`config.mk`:
```
export PLATFORM = sky130hd
export DESIGN_NAME = spa_root
export DESIGN_NICKNAME = d
export VERILOG_FILES = /design/src/spa_pkg.sv /design/src/spa_root.sv
export SDC_FILE = /design/constraint.sdc
export NUM_CORES = 1
export LEC_CHECK = 0
export ABC_AREA = 1
export BUFFER_PORTS_ARGS = -buffer_cell sky130_fd_sc_hd__buf_4
export CORE_ASPECT_RATIO = 1.25
export CORE_MARGIN = 10
export CORE_UTILIZATION = 45
export DETAILED_ROUTE_END_ITERATION = 10
export PLACE_DENSITY_LB_ADDON = 0.15
export SYNTH_ARGS = -nofsm -noshare
export SYNTH_HDL_FRONTEND = slang
export SYNTH_SLANG_ARGS = --single-unit
```
`constraint.sdc`:
```
create_clock -name clk -period 2.43 [get_ports clk]
set_clock_uncertainty 0.15 [all_clocks]
set_input_delay 0.1215 -clock clk [delete_from_list [all_inputs] [get_ports clk]]
set_output_delay 0.1215 -clock clk [all_outputs]
set_load 0.01 [all_outputs]
```
`src/spa_pkg.sv`:
```
// Package for the superpixel pixel assignment block.
// Holds payload structs, configuration codes and fixed widths; no dependencies.
package spa_pkg;

  localparam int IMAGE_WIDTH_DEF  = 512;
  localparam int IMAGE_HEIGHT_DEF = 512;
  localparam int MAX_CLUSTERS_DEF = 1024;

  localparam int CFG_IDX_W  = 1;
  localparam int CFG_DATA_W = 16;
  localparam logic [CFG_IDX_W-1:0] REG_INV_M = 1'b0;
  localparam logic [CFG_IDX_W-1:0] REG_INV_S = 1'b1;
  localparam logic [15:0] INV_M_RESET = 16'd6554;
  localparam logic [15:0] INV_S_RESET = 16'd4096;

  localparam int DIST_W  = 18;
  localparam int LABEL_W = 10;
  localparam logic [DIST_W-1:0] DIST_MAX = '1;

  // Square root unit: 28-bit radicand, 14 result bits, one bit per stage.
  localparam int ROOT_IN_W  = 28;
  localparam int ROOT_W     = 14;
  localparam int ROOT_STEPS = 14;
  localparam int ROOT_LAT   = ROOT_STEPS + 1;

  typedef struct packed {
    logic       action;
    logic [8:0] pixel_x;
    logic [8:0] pixel_y;
    logic [7:0] pixel_l;
    logic [7:0] pixel_a;
    logic [7:0] pixel_b;
    logic [8:0] center_x;
    logic [8:0] center_y;
    logic [7:0] center_l;
    logic [7:0] center_a;
    logic [7:0] center_b;
    logic [9:0] cluster_index;
  } in_t;

  typedef struct packed {
    logic               assigned;
    logic [LABEL_W-1:0] pixel_label;
    logic               label_changed;
    logic [DIST_W-1:0]  best_distance_out;
  } out_t;

  typedef struct packed {
    logic               valid;
    logic [LABEL_W-1:0] label;
    logic [DIST_W-1:0]  best;
  } ent_t;

  localparam ent_t ENT_RESET = '{valid: 1'b0, label: '0, best: DIST_MAX};

endpackage

```
`src/spa_root.sv`:
```
// Pipelined integer square root, rounded to nearest, one result bit per stage.
// Depends on spa_pkg for widths; step registers followed by a rounding register, advancing on en.
module spa_root import spa_pkg::*; (
  input  logic                 clk,
  input  logic                 en,
  input  logic [ROOT_IN_W-1:0] radicand,
  output logic [ROOT_W-1:0]    root
);

  logic [ROOT_IN_W-1:0] rem_q [ROOT_STEPS];
  logic [ROOT_IN_W-1:0] acc_q [ROOT_STEPS];

  for (genvar k = 0; k < ROOT_STEPS; k++) begin : g_step
    localparam logic [ROOT_IN_W:0] BIT = (ROOT_IN_W+1)'(1) << (ROOT_IN_W - 2 - 2*k);
    logic [ROOT_IN_W-1:0] rem_in;
    logic [ROOT_IN_W-1:0] acc_in;
    logic [ROOT_IN_W:0]   trial;

    if (k == 0) begin : g_first
      assign rem_in = radicand;
      assign acc_in = '0;
    end else begin : g_rest
      assign rem_in = rem_q[k-1];
      assign acc_in = acc_q[k-1];
    end

    assign trial = {1'b0, acc_in} + BIT;

    always_ff @(posedge clk) begin
      if (en) begin
        if ({1'b0, rem_in} >= trial) begin
          rem_q[k] <= ROOT_IN_W'({1'b0, rem_in} - trial);
          acc_q[k] <= ROOT_IN_W'({1'b0, acc_in >> 1} + BIT);
        end else begin
          rem_q[k] <= rem_in;
          acc_q[k] <= acc_in >> 1;
        end
      end
    end
  end

  // The remainder left is v - r*r; round up when it exceeds r.
  always_ff @(posedge clk) begin
    if (en) begin
      if (rem_q[ROOT_STEPS-1] > acc_q[ROOT_STEPS-1]) begin
        root <= ROOT_W'(acc_q[ROOT_STEPS-1] + ROOT_IN_W'(1));
      end else begin
        root <= ROOT_W'(acc_q[ROOT_STEPS-1]);
      end
    end
  end

endmodule

```
==> parameters.txt <==
Parameter                              Value

GRT
  Number of antenna violations at the first check in global routing ... 2
  Pin count of the biggest net entering global routing ... 108
  GRT Total Usage ... 23.6%
  Via count of the first global-routing pass ... 24,400
  Global-route wire length before repair ... around 140 mm
  Total overflow reported by the global router ... 0

STA
  Minimum hold slack ... approximately 0.062 ns
  Highest achievable clock rate ... 419 MHz
  Relative slew slack ... 43.7%
  Unrepaired setup endpoints after global routing ... yes
  Ratio of final minimum period to clock period ... a little under 100%
  Final critical path time including I/O delays and setup ... around 2.4 ns
  Pins over their slew limit ... 0
  Final setup violating endpoints ... 0
  Final hold violation count ... 0
  Slew at the pin with the worst max-slew slack ... between 0.8 and 0.9 ns
  Aggregate negative setup slack ... 0 ns

Critical path
  CP peak stage delay ... between 0.4 and 0.5 ns
  Crit. End Element ... flip-flop
  Worst path buffer plus inverter count ... 2
  Worst Path Max Fanout ... 6
  Type of the worst setup path ... reg -> reg
  Category of cells accounting for the largest share of critical-path delay ... simple AND/OR/NAND/NOR gates
  Critical path startpoint ... rem_q[1][91]
  Worst-path cell chain ... ha_4 -> nand2_1 -> nor2_4 -> nand3_4 -> nor2_4 -> a21oi_4 -> buf_4 -> nand3_4 -> buf_4 -> o21ai_2
  Data required time at the worst endpoint ... between 2 and 3 ns
  Worst Path Arrival ... ~2.6 ns
  Type of element launching the critical path ... flip-flop
  Critical path's slowest cell ... sky130_fd_sc_hd__edfxtp_1
  Startpoint of the lowest-slack register-to-register path ... rem_q[1][91]

Floorplan
  Die outline height ... about 300 µm
  Die Width ... roughly 250 µm
  Floorplan Core Area ... roughly 66,000 µm²
  Initial Util ... between 40% and 50%
  DIE AREA ... 77,000 µm²
  Number of rows in the core area ... roughly 110
  I/O pins ... 44

Route
  Post-DR vias/cell ... 5.02
  Average wire length per cell after detail routing ... 19.7 µm
  Via count ... between 20,000 and 25,000
  Count of TritonRoute iterations in the first routing pass ... 5
  Total wire length after detailed routing ... between 90 and 100 mm
  Initial DRC count ... 1,355
  Residual DRC count ... 0
  Number of routed nets with antenna violations ... 0

Power and ir drop
  Post-layout total power ... approximately 0.027 W
  Peak supply drop ... 0.709 mV
  Cell leakage power ... approximately 17 nW
  Power per cell area ... 734 nW/µm²

Outcome
  Result of the run ... finished, final reports clean

Synthesis
  Fraction of post-synthesis cell area in the top cell type by area ... roughly 51%
  Number of cells produced by synthesis ... approximately 3,400
  Top cells by instance count after synthesis ... sky130_fd_sc_hd__nand2_1, sky130_fd_sc_hd__edfxtp_1, sky130_fd_sc_hd__inv_1
  Cell type with the largest total area after synthesis ... sky130_fd_sc_hd__edfxtp_1
  Most repeated cell in the gate-level netlist after synthesis ... sky130_fd_sc_hd__nand2_1
  Top FF cell, synth ... sky130_fd_sc_hd__edfxtp_1
  Count of warnings emitted by yosys ... 0
  Ranking of synthesized cells by area ... sky130_fd_sc_hd__edfxtp_1, sky130_fd_sc_hd__nand2_1, sky130_fd_sc_hd__inv_1
  Async set-reset flop share out of synthesis ... 0%
  Number of synthesized register bits ... between 500 and 600
  Count of distinct cell types in the synthesized netlist ... 55
  Post-synthesis instance area ... just under 30,000 µm²
  EDFF count, synth ... 511
  Seq/Total Area, Yosys ... between 50% and 60%
  Net Count, Synth ... between 3,000 and 4,000
  Avg Inst Size Synth ... roughly 8.9 µm²

Flow run
  Number of violations of the max-capacitance limit ... 0

CTS
  Clock root buffer master ... sky130_fd_sc_hd__clkbuf_16
  CTS tree ... yes
  Num CTS Buffers ... between 50 and 60
  Maximum count of clock buffers along a single path ... 3
  Number of H-tree levels ... 2
  Clock transition time at the flip-flop clock pins of the worst setup and hold paths ... about 0.060 ns
  Total number of clock tree sinks ... between 500 and 600
  Clock latency reported for the late side of the worst-skew pair ... 0.64 ns

Worst hold path
  Startpoint of the lowest-slack hold path ... radicand[4]
  Path category of the worst min-delay check ... in -> reg

Place
  HPWL after detailed placement ... about 74 mm
  Count of input and output buffers ... 43
  Placed instance count ... 4,525
  Final RePlAce weighted congestion ... between 0.9 and 1

Finish
  Finished Layout Cells ... 4,708
  Final net count ... roughly 4,000
  Final standard cell utilization of the core ... between 50% and 60%
  Area grow syn2layout ... 23.6%
  Antenna Diode Count ... 0
  Fraction of layout cells with a size suffix above 1 ... 22.6%
  Number of filler cells placed in the layout ... 5,916
==> where the power goes <==
part	total (W)	internal [W]	switching [W]
Clock	0.00813	0.00457	0.00356
Combinational	0.00707	0.00287	0.00420
Sequential	0.0118	0.0110	0.000880
==> cell families after synthesis <==
kind of cell	count (synthesis)	share of synthesized area [%]
buf+inv	589	7.99
simple gates	1811	27.2
flops	511	51.5
compound gates	205	4.36
xor+xnor	114	3.35
fa+ha+maj	133	5.58
==> cell type report <==
| class | instances | area (µm²) | share of cell area (%) |
|---|---|---|---|
| Clock inverter | 34 | 317 | 0.860 |
| Multi-Input combinational cell | 2268 | 13100 | 35.7 |
| Timing Repair Buffer | 427 | 3470 | 9.42 |
| Inverter | 550 | 2080 | 5.66 |
| Sequential cell | 511 | 15300 | 41.7 |
| Tap cell | 856 | 1070 | 2.91 |
| Clock buffer | 62 | 1400 | 3.81 |
==> through the flow <==
| stage | setup WS, ns | cell area (µm²) |
|---|---|---|
| floorplan | 0.348 | 29800 |
| global placement | -0.524 | 33300 |
| detailed placement | -0.550 | 33300 |
| CTS | -0.0181 | 35800 |
| global route | -0.0604 | 36800 |
| finish | 0.0438 | 36800 |
==> layer usage <==
metal  GRT usage (%)  vias to the layer above  part of all wire (%)
met5               0                        -                     0
met4            14.5                        0                   7.0
met3            2.68                      219                   2.9
met2            50.1                      483                    59
met1            19.8                    11100                    32
li1                -                    11800                     -
==> timing repair <==
item	in CTS	in global routing
pin swaps	8	34
cloned	5	1
resized for setup	62	127
hold buffers	30	0
setup endpoints to repair	72	173
hold endpoints to repair	106	0
setup buffers	17	34
==> placed cells by master (no fill, tap or decap), drive strengths merged <==
master       instances
o21a                 2
bufinv               4
nor2               353
o211ai               1
nand3b              35
nor3                48
nand4               67
nor4b                1
xnor2               51
edfxtp             511
inv                551
nor4                22
a31oi                2
nand3              199
or3                  1
ha                 133
a21oi               89
buf                396
clkbuf              63
o21bai               4
and3                 4
o21ai              100
clkinvlp             4
a21o                 6
or2                 15
xor2                63
nor3b                1
dlygate4sd3         30
and2                 2
clkinv              25
a21boi               1
nand2             1068
==> worst paths after layout <==
kind                                      end  slack (ns)  depth (start not counted)
worst max register to register  rem_q[1][120]        0.04                         10
worst max-delay path            rem_q[1][120]        0.04                         10
worst min-delay path              rem_q[0][4]        0.06                          2
worst min register to register  rem_q[0][117]        0.29                          0
==> state kept, by name, summed over array words and instances (netlist names) <==
register  cells
rem_q       392
root         14
acc_q       105
==> worst reg2reg max path: stages (launching register included) <==
cell and delay [ns]:
sky130_fd_sc_hd__edfxtp_1 0.44, sky130_fd_sc_hd__ha_4 0.32, sky130_fd_sc_hd__nand2_1 0.16, sky130_fd_sc_hd__nor2_4 0.20
sky130_fd_sc_hd__nand3_4 0.12, sky130_fd_sc_hd__nor2_4 0.17, sky130_fd_sc_hd__a21oi_4 0.09, sky130_fd_sc_hd__buf_4 0.15
sky130_fd_sc_hd__nand3_4 0.16, sky130_fd_sc_hd__buf_4 0.15, sky130_fd_sc_hd__o21ai_2 0.04
No activity file was read; power rests on OpenSTA's default activity.
